$ cat src/hw/rtl/cfr_pkg.sv
// Shared types and constants for the circle fill rasterizer.
// Used by cfr_sweep and circle_fill_rasterizer_top; depends on nothing else.
`timescale 1ns / 1ps
`default_nettype none

package cfr_pkg;

  // Default sizing handed to the top-level parameters.
  localparam int DEF_MAX_WIDTH  = 512;
  localparam int DEF_MAX_HEIGHT = 512;
  localparam int DEF_FRAC_BITS  = 8;

  // Fixed field widths.
  localparam int COORD_W     = 19;
  localparam int CHAR_W      = 8;
  localparam int FUNC_W      = 2;
  localparam int PIX_W       = 9;
  localparam int CFG_W       = 10;
  localparam int CFG_IDX_W   = 2;
  localparam int IN_TDATA_W  = 96;
  localparam int OUT_TDATA_W = 16;

  // Command codes carried on the slave tuser.
  localparam logic [FUNC_W-1:0] FUNC_CLEAR = 2'd0;
  localparam logic [FUNC_W-1:0] FUNC_DRAW  = 2'd1;
  localparam logic [FUNC_W-1:0] FUNC_READ  = 2'd2;

  // Configuration register indices.
  localparam logic [CFG_IDX_W-1:0] CFG_CANVAS_WIDTH  = 2'd0;
  localparam logic [CFG_IDX_W-1:0] CFG_CANVAS_HEIGHT = 2'd1;
  localparam logic [CFG_IDX_W-1:0] CFG_BACKGROUND    = 2'd2;

  // Register reset values.
  localparam logic [CFG_W-1:0]  RST_CANVAS_WIDTH  = 10'd512;
  localparam logic [CFG_W-1:0]  RST_CANVAS_HEIGHT = 10'd512;
  localparam logic [CHAR_W-1:0] RST_BACKGROUND    = 8'd32;

  // The two accepted shape bytes, lower and upper case c.
  localparam logic [CHAR_W-1:0] SHAPE_LOWER = 8'd99;
  localparam logic [CHAR_W-1:0] SHAPE_UPPER = 8'd67;

  // One sweep request from the command controller to the raster engine.
  typedef struct packed {
    logic                      is_clear;
    logic [CHAR_W-1:0]         fill_char;
    logic signed [COORD_W-1:0] cx;
    logic signed [COORD_W-1:0] cy;
    logic signed [COORD_W-1:0] radius;
  } sweep_req_t;

endpackage

`default_nettype wire

$ cat src/hw/rtl/cfr_sweep.sv
// Raster engine: walks the in-use canvas one pixel a cycle and drives the RAM write port.
// Distances are kept by incremental update, so only the start needs multiplications.
// Depends on cfr_pkg.
`timescale 1ns / 1ps
`default_nettype none

module cfr_sweep #(
  parameter int MAX_WIDTH  = cfr_pkg::DEF_MAX_WIDTH,
  parameter int MAX_HEIGHT = cfr_pkg::DEF_MAX_HEIGHT,
  parameter int FRAC_BITS  = cfr_pkg::DEF_FRAC_BITS,
  localparam int COL_CNT_W = $clog2(MAX_WIDTH + 1),
  localparam int ROW_CNT_W = $clog2(MAX_HEIGHT + 1),
  localparam int DEPTH     = MAX_WIDTH * MAX_HEIGHT,
  localparam int ADDR_W    = (DEPTH > 1) ? $clog2(DEPTH) : 1
) (
  input  wire logic                          clk_i,
  input  wire logic                          rst_ni,
  input  wire logic                          start_i,
  input  wire cfr_pkg::sweep_req_t           req_i,
  input  wire logic [COL_CNT_W-1:0]          used_w_i,
  input  wire logic [ROW_CNT_W-1:0]          used_h_i,
  output      logic                          done_o,
  output      logic                          we_o,
  output      logic [ADDR_W-1:0]             waddr_o,
  output      logic [cfr_pkg::CHAR_W-1:0]    wdata_o
);

  import cfr_pkg::*;

  localparam int COL_W   = (MAX_WIDTH > 1) ? $clog2(MAX_WIDTH) : 1;
  localparam int ROW_W   = (MAX_HEIGHT > 1) ? $clog2(MAX_HEIGHT) : 1;
  localparam int MAX_DIM = (MAX_WIDTH > MAX_HEIGHT) ? MAX_WIDTH : MAX_HEIGHT;
  // Position in fixed point, with headroom for one step past the last pixel.
  localparam int POS_W   = $clog2(MAX_DIM + 1) + FRAC_BITS + 1;
  localparam int DX_W    = ((POS_W + 1 > COORD_W) ? POS_W + 1 : COORD_W) + 1;
  localparam int ACC_W   = 2 * DX_W + 2;
  localparam int PROD_W  = 2 * COORD_W;

  typedef enum logic [2:0] {
    SW_IDLE,
    SW_MUL_X,
    SW_MUL_Y,
    SW_MUL_R,
    SW_INIT,
    SW_SCAN,
    SW_FLUSH
  } sw_state_e;

  // Step constants: S squared and twice S squared, S being one pixel in fixed point.
  localparam logic signed [ACC_W-1:0] STEP_SQ  = ACC_W'(1) << (2 * FRAC_BITS);
  localparam logic signed [ACC_W-1:0] STEP_SQ2 = ACC_W'(1) << (2 * FRAC_BITS + 1);

  sw_state_e                 state_q;
  sweep_req_t                req_q;
  logic [COL_W-1:0]          col_q;
  logic [ROW_W-1:0]          row_q;
  logic                      p_valid_q;

  logic signed [PROD_W-1:0]  prod_q;
  logic signed [COORD_W-1:0] mul_a;
  logic signed [PROD_W-1:0]  prod_d;
  logic signed [ACC_W-1:0]   cx2_q;
  logic signed [ACC_W-1:0]   dx2_q;
  logic signed [ACC_W-1:0]   dy2_q;
  logic signed [ACC_W-1:0]   tx_q;
  logic signed [ACC_W-1:0]   tx0_q;
  logic signed [ACC_W-1:0]   ty_q;
  logic signed [ACC_W-1:0]   r2_q;
  logic signed [ACC_W-1:0]   p_sum_q;
  logic [ADDR_W-1:0]         p_addr_q;
  logic [ADDR_W-1:0]         addr_q;
  logic [ADDR_W-1:0]         row_base_q;

  logic signed [ACC_W-1:0]   cx_ext;
  logic signed [ACC_W-1:0]   cy_ext;
  logic                      last_col;
  logic                      last_row;
  logic                      empty_area;

  // Shared squarer: centre x, centre y, then radius.
  always_comb begin
    unique case (state_q)
      SW_MUL_X: mul_a = req_q.cx;
      SW_MUL_Y: mul_a = req_q.cy;
      default:  mul_a = req_q.radius;
    endcase
    prod_d = mul_a * mul_a;
  end

  assign cx_ext     = ACC_W'($signed(req_q.cx));
  assign cy_ext     = ACC_W'($signed(req_q.cy));
  assign last_col   = (COL_CNT_W'(col_q) == used_w_i - COL_CNT_W'(1));
  assign last_row   = (ROW_CNT_W'(row_q) == used_h_i - ROW_CNT_W'(1));
  assign empty_area = (used_w_i == '0) || (used_h_i == '0);

  // Sequencer and counters.
  always_ff @(posedge clk_i or negedge rst_ni) begin
    if (!rst_ni) begin
      state_q   <= SW_IDLE;
      col_q     <= '0;
      row_q     <= '0;
      p_valid_q <= 1'b0;
    end else begin
      p_valid_q <= (state_q == SW_SCAN);
      unique case (state_q)
        SW_IDLE: begin
          if (start_i) begin
            state_q <= SW_MUL_X;
          end
        end
        SW_MUL_X: state_q <= SW_MUL_Y;
        SW_MUL_Y: state_q <= SW_MUL_R;
        SW_MUL_R: state_q <= SW_INIT;
        SW_INIT: begin
          col_q   <= '0;
          row_q   <= '0;
          state_q <= empty_area ? SW_FLUSH : SW_SCAN;
        end
        SW_SCAN: begin
          if (last_col) begin
            col_q <= '0;
            row_q <= row_q + ROW_W'(1);
            if (last_row) begin
              state_q <= SW_FLUSH;
            end
          end else begin
            col_q <= col_q + COL_W'(1);
          end
        end
        SW_FLUSH: state_q <= SW_IDLE;
        default:  state_q <= SW_IDLE;
      endcase
    end
  end

  // Distance accumulators and the one-stage pixel pipeline.
  always_ff @(posedge clk_i) begin
    prod_q   <= prod_d;
    p_sum_q  <= dx2_q + dy2_q;
    p_addr_q <= addr_q;
    if (state_q == SW_IDLE && start_i) begin
      req_q <= req_i;
    end
    unique case (state_q)
      SW_MUL_Y: cx2_q <= ACC_W'(prod_q);
      SW_MUL_R: dy2_q <= ACC_W'(prod_q);
      SW_INIT: begin
        r2_q       <= ACC_W'(prod_q);
        dx2_q      <= cx2_q;
        tx_q       <= STEP_SQ - (cx_ext <<< (FRAC_BITS + 1));
        tx0_q      <= STEP_SQ - (cx_ext <<< (FRAC_BITS + 1));
        ty_q       <= STEP_SQ - (cy_ext <<< (FRAC_BITS + 1));
        addr_q     <= '0;
        row_base_q <= '0;
      end
      SW_SCAN: begin
        if (last_col) begin
          dx2_q      <= cx2_q;
          tx_q       <= tx0_q;
          dy2_q      <= dy2_q + ty_q;
          ty_q       <= ty_q + STEP_SQ2;
          row_base_q <= row_base_q + ADDR_W'(MAX_WIDTH);
          addr_q     <= row_base_q + ADDR_W'(MAX_WIDTH);
        end else begin
          dx2_q  <= dx2_q + tx_q;
          tx_q   <= tx_q + STEP_SQ2;
          addr_q <= addr_q + ADDR_W'(1);
        end
      end
      default: begin
      end
    endcase
  end

  // A clear writes every in-use pixel; a draw only those inside the circle.
  assign we_o    = p_valid_q && (req_q.is_clear || (p_sum_q <= r2_q));
  assign waddr_o = p_addr_q;
  assign wdata_o = req_q.fill_char;
  assign done_o  = (state_q == SW_FLUSH);

endmodule

`default_nettype wire

$ cat config.mk
export PLATFORM = sky130hd
export DESIGN_NAME = cfr_sweep
export DESIGN_NICKNAME = d
export VERILOG_FILES = /design/src/hw/rtl/cfr_pkg.sv /design/src/hw/rtl/cfr_sweep.sv
export SDC_FILE = /design/constraint.sdc
export NUM_CORES = 2
export LEC_CHECK = 0
export BUFFER_PORTS_ARGS = -buffer_cell sky130_fd_sc_hd__buf_2
export CORE_MARGIN = 4
export CORE_UTILIZATION = 50
export CTS_CLUSTER_DIAMETER = 120
export DETAILED_ROUTE_END_ITERATION = 6
export PLACE_DENSITY = 0.69
export SETUP_SLACK_MARGIN = 0.2
export SLEW_MARGIN = 10
export SYNTH_ARGS = -nofsm -noshare
export SYNTH_HDL_FRONTEND = slang
export SYNTH_SLANG_ARGS = --single-unit
$ cat constraint.sdc
create_clock -name clk_i -period 8.8 [get_ports clk_i]
set_clock_uncertainty 0.15 [all_clocks]
set_input_delay 1.32 -clock clk_i [delete_from_list [all_inputs] [get_ports clk_i]]
set_output_delay 1.32 -clock clk_i [all_outputs]
set_load 0.02 [all_outputs]
* After elaboration in Yosys (flattened, before gate mapping)
Cells that the tools add are included. W data, S select, Z words.
Word-level totals: output and inout port bits 28, flip-flop bits (word level) 520, bits of input ports 89
Operators by class: reduce and logical (&&, ||, !) cells 12, $lt $le $gt $ge 1, multipliers 1, add/sub/neg operators 13, equality and inequality tests 11, multiplexer cells 22
Operators by type and width (count):
- $pmux W44 S2 | 4
- $mux W44 | 4
- $add A44 B44 Y44 | 3
- $add A44 B19 Y44 const B | 2
- $pmux W18 S2 | 2
- $sub A18 B28 Y29 const A | 2
- $le A44 B38 Y1 | 1
- $mul A19 B19 Y38 | 1
- $pmux W19 S2 | 1
- $mux W18 | 2
- $pmux W9 S2 | 2
- $eq A9 B10 Y1 | 2
- $logic_not A10 Y1 | 2
- $sub A10 B1 Y10 const B | 2
- $add A18 B1 Y18 const B | 1
- $add A18 B10 Y18 const B | 1
- $add A9 B1 Y9 const B | 2
- $mux W9 | 2
- $pmux W3 S6 | 1
- $eq A3 B3 Y1 const B | 3
- $mux W3 | 3
- $eq A3 B2 Y1 const B | 2
- $ne A2 B2 Y1 const B | 3
- $reduce_and A2 Y1 | 2
- 7 further kinds | 10

* Depth between registers and ports, before layout
depth in word-level cells 5, mapped depth 32, depth with buffers taken out 31

* Worst setup path before layout
Ideal clock, no wire load.
path kind reg-to-reg, start point reg state_q[2], end point reg prod_q[36], period minus slack after synthesis 9.077 ns, data required time 8.590 ns, slack -0.277 ns, stages on the path, launching flop included 28, arrival 8.867 ns, cell sequence dfrtp_1 > nor3b_2 > clkbuf_1 > clkbuf_1 > a221o_1 > inv_1 > nor2_1 > fa_1 > fa_1 > inv_1 > fa_1 > inv_1 > fa_1 > inv_1 > fa_1 > inv_1 > fa_1 > ha_1 > ha_1 > a2111oi_0 > o21ai_0 > a31o_2 > a31oi_1 > a21oi_1 > a41oi_1 > a21oi_1 > nor4b_1 > a311o_1
On the way: word-level cells in the longest chain between the ends 3
Ends and longest elaborated chain:
- start: declaration | line cfr_sweep.sv:53 | sw_state_e state_q;
- start signal: assignment | line cfr_sweep.sv:117 | state_q <= empty_area ? SW_FLUSH : SW_SCAN;
- $eq A3 B2 Y1 or $eq A3 B1 Y1 (tied branches) | line cfr_sweep.sv:82 | unique case (state_q)
- $pmux W19 S2 * | line cfr_sweep.sv:82
- $mul A19 B19 Y38 * | line cfr_sweep.sv:87 | prod_d = mul_a * mul_a;
- via prod_d[36] | line cfr_sweep.sv:61 | logic signed [PROD_W-1:0] prod_d;
- end signal: assignment | line cfr_sweep.sv:138 | prod_q <= prod_d;
- end: declaration | line cfr_sweep.sv:59 | logic signed [PROD_W-1:0] prod_q;
The timed path passes the listed nets; every way through them passes the cells marked *. A chain may end at the register's enable or synchronous reset.

* Worst setup path in the final report
Same ends and word-level chain as after synthesis.

==> flow_summary.json <==
{
  "grt.total_usage_pct": 23.9,
  "num_rows": 98,
  "syn_area_um2": 36400,
  "finalWorstSetupSlack_ns": 0.523,
  "die_area_um2": 77100,
  "crit_required_ns": 9.10,
  "clk-insertion-delay-late_ns": 0.60,
  "hp-class": "reg -> reg",
  "yosys.cell_types.count": 91,
  "wl_um": 92500,
  "vias_per_cell": 5.45,
  "layout-drive-gt1-share_pct": 10.2,
  "cts_buffers": 50,
  "setup_viol": 0,
  "start_util_pct": 50.6,
  "synthFlopType": "edfxtp_1",
  "slew_headroom_pct": 32.9,
  "r2r_slack_ns": 0.52,
  "top_layer": "met5",
  "place_congestion": 0.976,
  "hold_violations": 0,
  "synthArstFlopShare_pct": 4.74,
  "routed-wl-met2_um": 44600,
  "r2r_end": "prod_q[36]",
  "syn_area_per_cell_um2": 10.3,
  "worstSetupPathType": "reg -> reg",
  "root_buffer": "clkbuf_16",
  "fmax_ghz": 0.121,
  "path_buf_inv": 8,
  "yosysSeqAreaShare_pct": 35.3,
  "post-route-drc-count": 0,
  "status": "completed",
  "diodes": 0,
  "crit_slowest_cell": "fa_1",
  "h-tree-depth": 2,
  "cts.sinks": 464,
  "worst_ep_arrival_time_ns": 8.58,
  "overflow": 0,
  "nFillCells": 6249,
  "syn_nets": 4249,
  "drt_first_pass_iters": 6,
  "grt_pass1_wl_um": 145000,
  "die_h_um": 278,
  "grt_pass1_vias": 26500,
  "dr_wl_met3_um": 5620,
  "ios": 117,
  "maxSlewViolCount": 0,
  "crit_fanout": 12,
  "drt-met1-wl_um": 38200,
  "cts.reportedPaths.clkPinSlew_ns": 0.06,
  "die_w_um": 278,
  "vias": 25800,
  "slowest_delay_ns": 0.55,
  "place_hpwl_um": 73700,
  "cts_hold_buf": 0,
  "tightest_slew_ns": 1.01,
  "tritoncts": "done",
  "critPathTopFamily": "adder cells",
  "hp-start": "addr_q[17]",
  "r2r-start": "state_q[2]",
  "multi_input_area_um2": 21400,
  "worstSetupStartpointType": "flip-flop",
  "clk_path_buf_depth": 3,
  "rr_worst_depth": 29,
  "cap_viol_max_count": 0,
  "finalNetCount": 4456,
  "fin_crit_sh_pct": 94.1,
  "period_minus_slack_ns": 8.28,
  "holdPathStages": 0,
  "rsz0062_at_grt": "false",
  "port_buffers": 116,
  "syn_inst": 3533,
  "dr.first_iter.drc_count": 1721,
  "ys_ff_latch": 464,
  "wl_per_cell_um": 19.6,
  "grt_max_degree": 96,
  "yosys_warnings": 0,
  "synth-edff-count": 343,
  "path_common_cell": "fa_1",
  "whs_endpoint": "waddr_o[17]",
  "place_ws_ns": -0.104,
  "antenna_found_initial": 3,
  "postRouteAntennaNets": 0,
  "regArea_um2": 12800,
  "core_area_um2": 71900,
  "crit_path_end_kind": "flip-flop",
  "area_growth_pct": 11.6
}
## worst reg2reg max path: cells and delay by family, from the launching register on
family	cells	cell delay, ns
flops	1	0.49
buf+inv	8	0.87
fa+ha+maj	8	3.91
compound gates	6	1.61
simple gates	7	1.08
## flip-flops by register name, indices dropped and copies added, names as in the netlist, 35 cells and up
| name | flops |
|---|---|
| p_sum_q | 44 |
| dx2_q | 43 |
| dy2_q | 43 |
| cx2_q | 37 |
| prod_q | 37 |
| r2_q | 37 |
| tx_q | 35 |
| ty_q | 35 |
## logic make-up after synthesis
kind of cell,synth area share (%)
XOR/XNOR,6.74
flip-flops,35.3
multiplexers,0.265
AO/OA/AOI/OAI,11.2
adder cells (fa/ha/maj),28.4
AND/OR/NAND/NOR,11.9
buffers and inverters,6.22
## layer usage
layer / up-vias / track usage, %
li1: 12400 / -
met1: 12500 / 31.3
met2: 756 / 40.6
met3: 176 / 3.38
met4: 2 / 8.89
met5: - / 0
## synthesized netlist by cell type (6+ instances only)
library cell  number  area (µm²)
and4_1            10        87.6
a221oi_1           6        52.6
or3_1             13        81.3
dfxtp_1           99        1980
buf_4              8        60.1
and2_0            14        87.6
edfxtp_1         343       10300
a211oi_1          11        82.6
nand4_1           26         163
buf_1             10        37.5
nor2_1           220         826
xnor2_1          158        1380
a31oi_1           24         150
nor2b_1           27         169
and2_1            29         181
a221o_1           16         160
a31o_2             6        52.6
o31ai_1            8        60.1
a21o_1            83         623
o21a_1            16         120
fa_1             331        6630
nor4_1            10        62.6
o31a_1             9        78.8
clkbuf_1          65         244
ha_1             296        3700
nand2_1          348        1310
o211ai_1           9        67.6
nand2b_1          38         238
xor2_1           122        1070
o21ai_1           11        55.1
o21bai_1          14         105
o21ai_0          215        1080
nor3_1            37         185
nand3_1           61         305
and3_1            48         300
a21oi_1          151         756
inv_1            495        1860
or4_1              6        45.0
or2_2              6        37.5
dfrtp_1           22         551
## timing repair
item,CTS,global route
cloned,0,1
setup buffers,0,5
endpoints found under the hold margin,0,0
resized for setup,2,12
endpoints found under the setup margin,6,12
pin swaps,0,1
## through the flow
| step | setup TNS [ns] | hold slack [ns] | std cells | util [%] | instance area, µm² |
|---|---|---|---|---|---|
| floorplan | 0 | 0.218 | 3533 | - | 36400 |
| global placement | 0 | 0.241 | 4632 | 54.0 | 38800 |
| detailed placement | -0.174 | 0.232 | 4632 | 54.0 | 38800 |
| CTS | 0 | 0.262 | 4726 | 56.4 | 40500 |
| global route | 0 | 0.290 | 4732 | 56.5 | 40600 |
| finish | 0 | 0.254 | 4732 | 56.5 | 40600 |
## how the worst max path moves through the flow
stage,start,endpoint,slack [ns],cells past startpoint
6_report,state_q[2],prod_q[36],0.52,29
5_1_grt,state_q[2],prod_q[36],0.20,29
4_1_cts,state_q[2],prod_q[37],0.23,29
3_5_place_dp,state_q[2],prod_q[36],-0.10,29
3_3_place_gp,state_q[2],prod_q[36],0.003,29
2_1_floorplan,state_q[1],prod_q[36],0.25,27
## layout by cell type (no fill, tap or decap), types with 52 or more instances in the layout
cell and instances:
buf_2 116, nand2_1 346, fa_1 331, o21ai_0 214, edfxtp_1 343, xnor2_1 158, nand3_1 61, dfxtp_1 99
inv_1 493, buf_4 123, xor2_1 122, ha_1 296, nor2_1 213, a21oi_1 151, clkbuf_16 52, a21o_1 83
## cell type report
class,instances,share of cell area (%)
Timing Repair Buffer,243,3.90
Timing Repair inverter,1,0.0123
Sequential cell,464,31.6
Tap cell,950,2.93
Inverter,502,4.65
Clock buffer,65,3.45
Clock inverter,29,0.740
Multi-Input combinational cell,2478,52.7
Power is not shown: default switching activity piles up to over one toggle a cycle in this logic, so the estimate is an artifact.
